==> config.mk <==
export PLATFORM = sky130hd
export DESIGN_NAME = telnet_receive_negotiator
export DESIGN_NICKNAME = d
export VERILOG_FILES = /design/src/design/trn_pkg.sv /design/src/design/trn_step.sv /design/src/design/trn_serial.sv /design/src/design/telnet_receive_negotiator.sv
export VERILOG_INCLUDE_DIRS = /design/src /design/src/design
export SDC_FILE = /design/constraint.sdc
export NUM_CORES = 1
export LEC_CHECK = 0
export BUFFER_PORTS_ARGS = -buffer_cell sky130_fd_sc_hd__buf_2
export CORE_ASPECT_RATIO = 1.4
export CORE_MARGIN = 4
export CORE_UTILIZATION = 55
export CTS_CLUSTER_DIAMETER = 30
export DETAILED_ROUTE_END_ITERATION = 7
export PLACE_DENSITY = 0.75
export SYNTH_ARGS = -nofsm -noshare
export SYNTH_HDL_FRONTEND = slang
export SYNTH_SLANG_ARGS = --single-unit
==> constraint.sdc <==
create_clock -name clk_i -period 3.6 [get_ports clk_i]
set_input_delay 0.54 -clock clk_i [delete_from_list [all_inputs] [get_ports clk_i]]
set_output_delay 0.54 -clock clk_i [all_outputs]
set_load 0.05 [all_outputs]
==> src/design/assert_macros.svh <==
// assertion macros shared by the design files
`ifndef ASSERT_MACROS_SVH
`define ASSERT_MACROS_SVH

// property must hold at every rising edge outside reset
`define ASSERT_PROP(label, clk, rst_n, prop) \
  label: assert property (@(posedge clk) disable iff (!rst_n) (prop)) \
    else $error("assertion failed");

// condition must never be seen outside reset
`define ASSERT_NEVER(label, clk, rst_n, cond) \
  label: assert property (@(posedge clk) disable iff (!rst_n) !(cond)) \
    else $error("forbidden condition seen");

`endif

==> src/design/trn_pkg.sv <==
// types and constants of the telnet receive negotiator
package trn_pkg;

  typedef struct packed {
    logic [7:0] byte_in;
    logic       packet_end;
  } in_word_t;

  typedef struct packed {
    logic [1:0] kind;
    logic [7:0] value;
    logic       last;
    logic       echo_on;
    logic       no_go_ahead;
  } out_word_t;

  typedef enum logic [1:0] {
    MODE_DATA,
    MODE_IAC,
    MODE_OPTION,
    MODE_SUB
  } mode_e;

  localparam logic [1:0] KIND_TEXT  = 2'd0;
  localparam logic [1:0] KIND_EOL   = 2'd1;
  localparam logic [1:0] KIND_ECHO  = 2'd2;
  localparam logic [1:0] KIND_REPLY = 2'd3;

  localparam logic [7:0] TN_NUL  = 8'd0;
  localparam logic [7:0] TN_SE   = 8'd240;
  localparam logic [7:0] TN_SB   = 8'd250;
  localparam logic [7:0] TN_WILL = 8'd251;
  localparam logic [7:0] TN_WONT = 8'd252;
  localparam logic [7:0] TN_DO   = 8'd253;
  localparam logic [7:0] TN_DONT = 8'd254;
  localparam logic [7:0] TN_IAC  = 8'd255;

  localparam logic [7:0] OPT_ECHO = 8'd1;
  localparam logic [7:0] OPT_SGA  = 8'd3;

  // pending verb is held as the verb code minus WILL
  localparam logic [1:0] VERB_DO   = 2'd2;
  localparam logic [1:0] VERB_DONT = 2'd3;

  localparam int unsigned MaxResults = 3;

  typedef struct packed {
    logic [1:0]                  count;
    logic [MaxResults-1:0][1:0]  kind;
    logic [MaxResults-1:0][7:0]  value;
    logic                        echo_on;
    logic                        no_go_ahead;
  } bundle_t;

endpackage

==> src/design/trn_step.sv <==
// negotiation state and the result words one received byte produces
module trn_step (
  input  logic              clk_i,
  input  logic              rst_ni,
  input  logic              fire_i,
  input  trn_pkg::in_word_t data_i,
  output trn_pkg::bundle_t  bundle_o
);

  trn_pkg::mode_e mode_q, mode_d;
  logic [1:0]     verb_q, verb_d;
  logic           echo_q, echo_d;
  logic           sga_q, sga_d;
  logic           line_q, line_d;

  logic [7:0] c;
  logic       pend;
  logic [1:0] verb_off;
  logic       is_data, is_close, is_text;
  logic       e_pre, e_reply, line_mid, e_post;
  logic [7:0] reply_verb;

  assign c        = data_i.byte_in;
  assign pend     = data_i.packet_end;
  // only the low two bits of the verb offset are kept
  assign verb_off = c[1:0] - trn_pkg::TN_WILL[1:0];

  assign is_data  = (mode_q == trn_pkg::MODE_DATA);
  assign is_close = is_data && ((c == trn_pkg::TN_IAC) || (c == trn_pkg::TN_NUL));
  assign is_text  = is_data && !is_close;
  assign e_pre    = is_close && line_q;
  assign line_mid = is_text ? 1'b1 : (is_close ? 1'b0 : line_q);
  assign e_post   = pend && line_mid;

  always_comb begin
    e_reply    = 1'b0;
    reply_verb = trn_pkg::TN_WONT;
    if (mode_q == trn_pkg::MODE_OPTION) begin
      if (verb_q == trn_pkg::VERB_DO) begin
        e_reply = 1'b1;
        if ((c == trn_pkg::OPT_ECHO) || (c == trn_pkg::OPT_SGA)) begin
          reply_verb = trn_pkg::TN_WILL;
        end
      end else if (verb_q == trn_pkg::VERB_DONT) begin
        e_reply = ((c == trn_pkg::OPT_SGA) && sga_q) || ((c == trn_pkg::OPT_ECHO) && echo_q);
      end
    end
  end

  // next state
  always_comb begin
    mode_d = mode_q;
    verb_d = verb_q;
    echo_d = echo_q;
    sga_d  = sga_q;
    line_d = line_mid;
    unique case (mode_q)
      trn_pkg::MODE_DATA: begin
        if (c == trn_pkg::TN_IAC) begin
          mode_d = trn_pkg::MODE_IAC;
        end
      end
      trn_pkg::MODE_IAC: begin
        case (c) inside
          [trn_pkg::TN_WILL:trn_pkg::TN_DONT]: begin
            verb_d = verb_off;
            mode_d = trn_pkg::MODE_OPTION;
          end
          trn_pkg::TN_SB: mode_d = trn_pkg::MODE_SUB;
          default:        mode_d = trn_pkg::MODE_DATA;
        endcase
      end
      trn_pkg::MODE_OPTION: begin
        mode_d = trn_pkg::MODE_DATA;
        if (verb_q == trn_pkg::VERB_DO) begin
          if (c == trn_pkg::OPT_SGA) begin
            sga_d = 1'b1;
          end else if (c == trn_pkg::OPT_ECHO) begin
            echo_d = 1'b1;
          end
        end else if (verb_q == trn_pkg::VERB_DONT) begin
          if ((c == trn_pkg::OPT_SGA) && sga_q) begin
            sga_d = 1'b0;
          end else if ((c == trn_pkg::OPT_ECHO) && echo_q) begin
            echo_d = 1'b0;
          end
        end
      end
      trn_pkg::MODE_SUB: begin
        if (c == trn_pkg::TN_SE) begin
          mode_d = trn_pkg::MODE_DATA;
        end
      end
      default: mode_d = trn_pkg::MODE_DATA;
    endcase
    if (pend) begin
      line_d = 1'b0;
    end
  end

  // result words
  always_comb begin
    logic [1:0] cnt;
    cnt                  = 2'd0;
    bundle_o             = '0;
    bundle_o.echo_on     = echo_d;
    bundle_o.no_go_ahead = sga_d;
    if (e_reply) begin
      bundle_o.kind[0]  = trn_pkg::KIND_REPLY;
      bundle_o.value[0] = trn_pkg::TN_IAC;
      bundle_o.kind[1]  = trn_pkg::KIND_REPLY;
      bundle_o.value[1] = reply_verb;
      bundle_o.kind[2]  = trn_pkg::KIND_REPLY;
      bundle_o.value[2] = c;
      cnt               = 2'd3;
    end else begin
      if (e_pre) begin
        bundle_o.kind[cnt]  = trn_pkg::KIND_EOL;
        bundle_o.value[cnt] = trn_pkg::TN_NUL;
        cnt                 = cnt + 2'd1;
      end
      if (is_text && echo_q) begin
        bundle_o.kind[cnt]  = trn_pkg::KIND_ECHO;
        bundle_o.value[cnt] = c;
        cnt                 = cnt + 2'd1;
      end
      if (is_text) begin
        bundle_o.kind[cnt]  = trn_pkg::KIND_TEXT;
        bundle_o.value[cnt] = c;
        cnt                 = cnt + 2'd1;
      end
      if (e_post) begin
        bundle_o.kind[cnt]  = trn_pkg::KIND_EOL;
        bundle_o.value[cnt] = trn_pkg::TN_NUL;
        cnt                 = cnt + 2'd1;
      end
    end
    bundle_o.count = cnt;
  end

  always_ff @(posedge clk_i or negedge rst_ni) begin
    if (!rst_ni) begin
      mode_q <= trn_pkg::MODE_DATA;
      verb_q <= 2'd0;
      echo_q <= 1'b0;
      sga_q  <= 1'b0;
      line_q <= 1'b0;
    end else if (fire_i) begin
      mode_q <= mode_d;
      verb_q <= verb_d;
      echo_q <= echo_d;
      sga_q  <= sga_d;
      line_q <= line_d;
    end
  end

endmodule

==> src/design/trn_serial.sv <==
// result buffer and output register, one word per cycle while the output is not stalled
module trn_serial (
  input  logic               clk_i,
  input  logic               rst_ni,
  input  logic               load_i,
  input  trn_pkg::bundle_t   bundle_i,
  output logic               stall_o,
  output logic               out_valid_o,
  input  logic               out_stall_i,
  output trn_pkg::out_word_t out_data_o
);

  trn_pkg::bundle_t   b_q;
  logic               b_valid_q, b_valid_d;
  logic [1:0]         b_idx_q, b_idx_d;
  trn_pkg::out_word_t o_q, word;
  logic               o_valid_q, o_valid_d;
  logic               out_load, b_last;

  assign out_load = b_valid_q && (!o_valid_q || !out_stall_i);
  assign b_last   = ((b_idx_q + 2'd1) == b_q.count);
  // buffer frees in the same cycle its final word moves out
  assign stall_o  = b_valid_q && !(out_load && b_last);

  always_comb begin
    word.kind        = b_q.kind[b_idx_q];
    word.value       = b_q.value[b_idx_q];
    word.last        = b_last;
    word.echo_on     = b_q.echo_on;
    word.no_go_ahead = b_q.no_go_ahead;
  end

  always_comb begin
    b_valid_d = b_valid_q;
    b_idx_d   = b_idx_q;
    if (load_i) begin
      b_valid_d = (bundle_i.count != 2'd0);
      b_idx_d   = 2'd0;
    end else if (out_load) begin
      if (b_last) begin
        b_valid_d = 1'b0;
      end else begin
        b_idx_d = b_idx_q + 2'd1;
      end
    end
    if (out_load) begin
      o_valid_d = 1'b1;
    end else if (!out_stall_i) begin
      o_valid_d = 1'b0;
    end else begin
      o_valid_d = o_valid_q;
    end
  end

  always_ff @(posedge clk_i or negedge rst_ni) begin
    if (!rst_ni) begin
      b_valid_q <= 1'b0;
      b_idx_q   <= 2'd0;
      o_valid_q <= 1'b0;
    end else begin
      b_valid_q <= b_valid_d;
      b_idx_q   <= b_idx_d;
      o_valid_q <= o_valid_d;
    end
  end

  always_ff @(posedge clk_i) begin
    if (load_i) begin
      b_q <= bundle_i;
    end
    if (out_load) begin
      o_q <= word;
    end
  end

  assign out_valid_o = o_valid_q;
  assign out_data_o  = o_q;

endmodule

==> src/design/telnet_receive_negotiator.sv <==
// telnet receive negotiator top level
// Receive side of telnet option negotiation. Each word on the input channel
// (in_valid_i, in_stall_o, in_data_i) is one received byte plus a packet end
// flag. Each word on the output channel (out_valid_o, out_stall_i,
// out_data_o) is one result: text byte, end of command line, echo byte or
// reply byte, with last set on the final result of a received byte and the
// echo and suppress go-ahead flags as they stand after that byte.
// A byte produces zero to three result words. The byte is handled in the
// cycle it is accepted and its words sit in a three-entry buffer, from which
// one word a cycle moves into the output register while the output is not
// stalled: the first result passes through the buffer and then the output
// register. The output register is the limit: one result word per cycle
// while the output is not stalled, and bytes with no result (commands,
// subnegotiation) are taken every cycle. in_stall_o is high while the
// buffer holds words that will not all have moved out by the end of the
// cycle. A stalled output word holds; the buffer then fills and stalls the input.
// Reset puts the block in data mode with echo, suppress go-ahead and the
// pending line flag cleared, and empties both the buffer and the output.
`include "assert_macros.svh"

module telnet_receive_negotiator (
  input  logic               clk_i,
  input  logic               rst_ni,
  input  logic               in_valid_i,
  output logic               in_stall_o,
  input  trn_pkg::in_word_t  in_data_i,
  output logic               out_valid_o,
  input  logic               out_stall_i,
  output trn_pkg::out_word_t out_data_o
);

  logic             in_fire;
  trn_pkg::bundle_t bundle;

  assign in_fire = in_valid_i && !in_stall_o;

  trn_step u_step (
    .clk_i    (clk_i),
    .rst_ni   (rst_ni),
    .fire_i   (in_fire),
    .data_i   (in_data_i),
    .bundle_o (bundle)
  );

  trn_serial u_serial (
    .clk_i       (clk_i),
    .rst_ni      (rst_ni),
    .load_i      (in_fire),
    .bundle_i    (bundle),
    .stall_o     (in_stall_o),
    .out_valid_o (out_valid_o),
    .out_stall_i (out_stall_i),
    .out_data_o  (out_data_o)
  );

  // an echo word is always followed by its text word
  `ASSERT_NEVER(a_echo_not_last, clk_i, rst_ni,
    out_valid_o && out_data_o.last && (out_data_o.kind == trn_pkg::KIND_ECHO))

  `ASSERT_PROP(a_echo_then_text, clk_i, rst_ni,
    (out_valid_o && !out_stall_i && (out_data_o.kind == trn_pkg::KIND_ECHO)) |=>
    (out_valid_o && (out_data_o.kind == trn_pkg::KIND_TEXT) &&
     (out_data_o.value == $past(out_data_o.value))))

  // flags do not change between the words of one received byte
  `ASSERT_PROP(a_flags_per_byte, clk_i, rst_ni,
    (out_valid_o && !out_stall_i && !out_data_o.last) |=>
    (out_valid_o && (out_data_o.echo_on == $past(out_data_o.echo_on)) &&
     (out_data_o.no_go_ahead == $past(out_data_o.no_go_ahead))))

  `ASSERT_NEVER(a_eol_zero, clk_i, rst_ni,
    out_valid_o && (out_data_o.kind == trn_pkg::KIND_EOL) && (out_data_o.value != trn_pkg::TN_NUL))

endmodule

**Word level (Yosys, flattened, before mapping)**

Cells that the tools add are included.

- Register bits: 58
- Bits of input ports: 13
- Output and inout bits: 15
- Word-level logic and storage cells: 161

- $add $sub $neg: 5
- $lt $le $gt $ge: 9
- Eq/ne operators: 15
- Muxes and demuxes: 67
- Bitwise operators: 10
- Reduce and logical (&&, ||, !) cells: 33

Operators by type and width:

| operator | count |
|---|---|
| 30-bit 2-to-1 mux | 5 |
| 8-bit 2-to-1 mux | 7 |
| 24-bit bitwise mux | 2 |
| 8-bit demux with 2-bit select | 3 |
| 2-bit 2-to-1 mux | 18 |
| 24-bit AND | 1 |
| 8-bit == test, second input constant | 3 |
| 1-bit 2-to-1 mux | 24 |
| 24-bit 2-to-1 mux | 1 |
| 24-bit NOT | 1 |
| 8-bit binary-select mux with 2-bit select | 1 |
| 1-bit logical AND | 15 |
| 2-bit demux with 2-bit select | 3 |
| 2-bit by 3-bit < comparator with 1-bit output, second input constant | 4 |
| 2-bit by 1-bit adder with 2-bit output, second input constant | 4 |
| 2-bit == test, second input constant | 4 |
| 8-bit by 1-bit == test with 1-bit output, second input constant | 1 |
| 8-bit by 2-bit == test with 1-bit output, second input constant | 1 |
| 8-bit >= comparator, second input constant | 1 |
| 8-bit less-or-equal comparator, second input constant | 1 |
| 8-bit zero test | 1 |
| 2-bit one-hot mux with 4 select lines | 1 |
| 6-bit AND | 1 |
| 2-bit by 1-bit >= comparator with 1-bit output, second input constant | 3 |
| 19 further kinds | 33 |

**Longest topological paths before layout**

- Depth in word-level cells: 21
- Gate-level depth with buffers: 15
- Mapped depth without buffers: 15

**By module**

From an unflattened synthesis, not the netlist that was laid out.

- Cell total of the unflattened synthesis: 252
- Area total of the unflattened synthesis: 3081.7 um2

By module, submodules not included:

| module | times used | cells each | area an instance (um2) | sequential area each (um2) |
|---|---|---|---|---|
| trn_serial | 1 | 108 | 1878.1 | 1511.4 |
| trn_step | 1 | 143 | 1189.9 | 175.2 |
| telnet_receive_negotiator | 1 | 1 | 13.8 | 0.0 |

**Worst setup path after synthesis**

OpenSTA, ideal clock, no wires.

- Kind: input port to flip-flop
- Start: in in_data_i[1] (netlist name)
- End: reg u_serial.b_q[10] (netlist name), data pin
- Setup time: 254 ps
- Arrival time: 2632 ps
- Data required time: 3346 ps
- Setup slack: 714 ps
- Stages on the path: 12
- Path buffers: 2
- Path through: ha_1 > clkbuf_1 > nand4_1 > and3_1 > nand2_1 > ha_1 > xnor2_1 > ha_1 > nand2_1 > and3_1 > clkbuf_1 > a21o_1

RTL lines:

| element | RTL line | RTL |
|---|---|---|
| from (decl) | telnet_receive_negotiator.sv:26 | `input trn_pkg::in_word_t in_data_i,` |
| to (signal assigned) | trn_serial.sv:69 | `b_q <= bundle_i;` |
| to (decl) | trn_serial.sv:13 | `trn_pkg::bundle_t b_q;` |

==> impl_metrics.json <==
{
  "cts_buffers": 9,
  "firstDrtPassIters": 4,
  "status": "finished clean",
  "worstHoldPathType": "input pin to async pin",
  "clk_path_buf_depth": 2,
  "cts.reportedPaths.clkPinSlew_ns": 0.06,
  "rsz0062_at_grt": "false",
  "n_antenna_cell": 0,
  "wl_per_cell_um": 15.5,
  "critPathLaunch": "in_data_i[5]",
  "end_kind": "flop",
  "postRouteAntennaNets": 0,
  "cap_viol_max_count": 0,
  "slew_violations": 0,
  "gp_congestion": 0.804,
  "fin_crit_ns": 3.14,
  "r2r_slack_ns": 0.74,
  "synth_seq_cells": 58,
  "core_area_mm2": 0.00495,
  "synthTopCellsByArea": "edfxtp_1, dfrtp_1, nand2_1",
  "ys_seq_area_frac": 0.591,
  "vias_per_cell": 5.54,
  "netlist_instances": 257,
  "ctsHtreeMaxLevel": 3,
  "critPathTopFamily": "simple AND/OR/NAND/NOR gates",
  "yosysTopAreaCell": "edfxtp_1",
  "drive_above_1_share": 0.177,
  "avgSynthCellArea_um2": 11.1,
  "clock_latency_ns": 0.34,
  "first_iter_violations": 126,
  "ys_types": 39,
  "path_cells": "buf_2, nor4_1, nand3_1, nand2_1, nand3_1, ha_1, xnor2_1, ha_1, o22a_1, o21ai_0, a211o_1, o21ai_0, nand2_1",
  "grt_pass1_wl_um": 9110,
  "tightest_slew_ns": 0.858,
  "io_pins": 28,
  "slowest_delay_ns": 0.54,
  "final_nets": 312,
  "fmax_mhz": 318,
  "dp_slack_ns": 0.189,
  "start_kind": "input pin",
  "postCtsSetupBuffers": 0,
  "syn_area_mm2": 0.00286,
  "synth_flop_cell": "edfxtp_1",
  "r2r_start": "u_step.mode_q[1]",
  "vias": 1978,
  "crit_type": "input pin to flop",
  "rows": 30,
  "worstPathRequired_ns": 3.81,
  "reg2reg_depth": 13,
  "critPathSlowestCell": "nor4_1",
  "setup_viol_count_final": 0,
  "cp_num_buf_inv": 1,
  "numClockSinks": 58,
  "start_util": 0.576,
  "grt_usage": 0.199,
  "io_buffers": 27,
  "finalSetupTns_ns": 0,
  "grt_max_degree": 39,
  "die_w_um": 68.9,
  "dpl.hpwl_um": 3820,
  "antenna_found_initial": 0,
  "async_flop_share": 0.190,
  "die_y_um": 93.3,
  "p_leak_uw": 0.00146,
  "yosys_warnings": 0,
  "vdd_ir_drop_max_mv": 0.349,
  "postCtsResizedCells": 0,
  "r2r_end": "u_serial.b_valid_q",
  "cts_hold_buf": 0,
  "grt_overflow": 0,
  "synth_nets": 281,
  "dpl_cell_area_mm2": 0.00306,
  "yosys.area.top_type_share": 0.494,
  "setup_ws_ns": 0.460,
  "first_global_vias": 1978,
  "area_delta_synth_final_pct": 13.1,
  "worst_hold_slack_ns": 0.0800,
  "finalHoldViolCount": 0,
  "power_density_mw_per_mm2": 715,
  "cts_root_buf": "clkbuf_8",
  "skew_ns": 0.00738,
  "fin_area_mm2": 0.00323,
  "wl_um": 5530,
  "dieArea_mm2": 0.00642,
  "route.detailed.drc": 0,
  "period_share": 0.872,
  "utilization": 0.652,
  "synth_edf_count": 47,
  "arrival_ns": 3.35,
  "cts_tree": "yes",
  "slew_headroom": 0.427,
  "crit_path_max_fanout": 5
}
==> flip-flops by register name (all words and copies together), names as in the netlist <==
| signal | flops |
|---|---|
| u_serial.b_q | 34 |
| u_serial.out_data_o | 13 |
| u_serial.b_idx_q | 2 |
| u_step.mode_q | 2 |
| u_step.verb_q | 2 |
| u_serial.b_valid_q | 1 |
| u_serial.out_valid_o | 1 |
| u_step.echo_q | 1 |
| u_step.line_q | 1 |
| u_step.sga_q | 1 |
==> routing by layer <==
layer / up-vias / part of all wire / GRT usage
li1: 962 / - / -
met1: 959 / 0.41 / 0.229
met2: 48 / 0.53 / 0.332
met3: 9 / 0.053 / 0.0673
met4: 0 / 0.013 / 0.0764
met5: - / 0 / 0
==> layout by cell type, fill, tap and decap left out, drive strengths merged, types with 2 or more instances in the layout <==
| master | Yosys | routed |
|---|---|---|
| and2 | 10 | 10 |
| ha | 11 | 11 |
| nand3 | 7 | 7 |
| or2 | 2 | 2 |
| xnor2 | 2 | 2 |
| dfrtp | 11 | 11 |
| nand2 | 58 | 58 |
| clkbuf | 10 | 11 |
| and3 | 2 | 2 |
| xor2 | 3 | 3 |
| edfxtp | 47 | 47 |
| a21o | 7 | 7 |
| mux2i | 13 | 13 |
| a31oi | 4 | 4 |
| a21oi | 2 | 2 |
| o21ai | 17 | 17 |
| clkinv | 0 | 3 |
| nor3 | 4 | 4 |
| o31ai | 2 | 2 |
| nor2b | 3 | 3 |
| nor2 | 7 | 7 |
| mux2 | 4 | 4 |
| buf | 1 | 31 |
| nand2b | 2 | 2 |
| clkinvlp | 0 | 2 |
| nand4 | 2 | 2 |
| inv | 14 | 14 |
==> power by group <==
part / leakage (uW) / switching, uW / total (uW) / internal, uW
sequential: 0.000590 / 73.4 / 1040 / 966
combinational: 0.000790 / 563 / 751 / 188
clock: 0.0000851 / 257 / 521 / 264
==> logic make-up after synthesis <==
family	after synthesis	share of synthesized area
buffers and inverters	25	0.0329
xor gates and xnor gates	5	0.0153
muxes	17	0.0613
adders and majority gates	11	0.0482
and+or+nand+nor	102	0.164
DFF	58	0.591
AOI/OAI and AO/OA	39	0.0872
==> area by class of cell <==
cell class	count	area [um^2]
fillers	400	1720
flip-flops and latches	58	1690
multi-input cells	174	1070
repair buffers	31	165
clock buffers	11	141
well taps	64	80.1
inverters	14	52.6
clock inverters	5	30.0
==> worst register-to-register path: stages, from the launching register on <==
cell	delay (ns)
dfrtp_1	0.46
nor2_1	0.29
and3_1	0.31
nand2_1	0.13
inv_1	0.12
ha_1	0.22
nand2_1	0.07
o21a_1	0.14
ha_1	0.31
o22a_1	0.11
o21ai_0	0.08
a211o_1	0.29
o21ai_0	0.15
nand2_1	0.07
==> stage by stage <==
stage	cells	power (uW)
final	357	2310
after global routing	357	2440
after CTS	357	2330
after detailed placement	341	1820
after global placement	341	1800
after floorplan	257	1620
==> Yosys cell counts, drive strengths merged (2+ instances only) <==
| master | number |
|---|---|
| o31ai | 2 |
| dfrtp | 11 |
| nand2 | 58 |
| inv | 14 |
| a21oi | 2 |
| and2 | 10 |
| nand4 | 2 |
| o21ai | 17 |
| a31oi | 4 |
| a21o | 7 |
| nor2 | 7 |
| nor3 | 4 |
| nor2b | 3 |
| or2 | 2 |
| ha | 11 |
| nand3 | 7 |
| xor2 | 3 |
| mux2i | 13 |
| xnor2 | 2 |
| clkbuf | 10 |
| nand2b | 2 |
| and3 | 2 |
| mux2 | 4 |
| edfxtp | 47 |
==> how the worst max path moves through the flow <==
stage                                    end  cells past startpoint  slack [ns]
final                     u_serial.b_valid_q                     13        0.46
after global routing      u_serial.b_valid_q                     15        0.22
after CTS                 u_serial.b_valid_q                     13        0.51
after detailed placement  u_serial.b_valid_q                     13        0.19
after global placement    u_serial.b_valid_q                     13        0.27
after floorplan             u_serial.b_q[10]                     12        0.71
(Power assumes the default switching activity.)
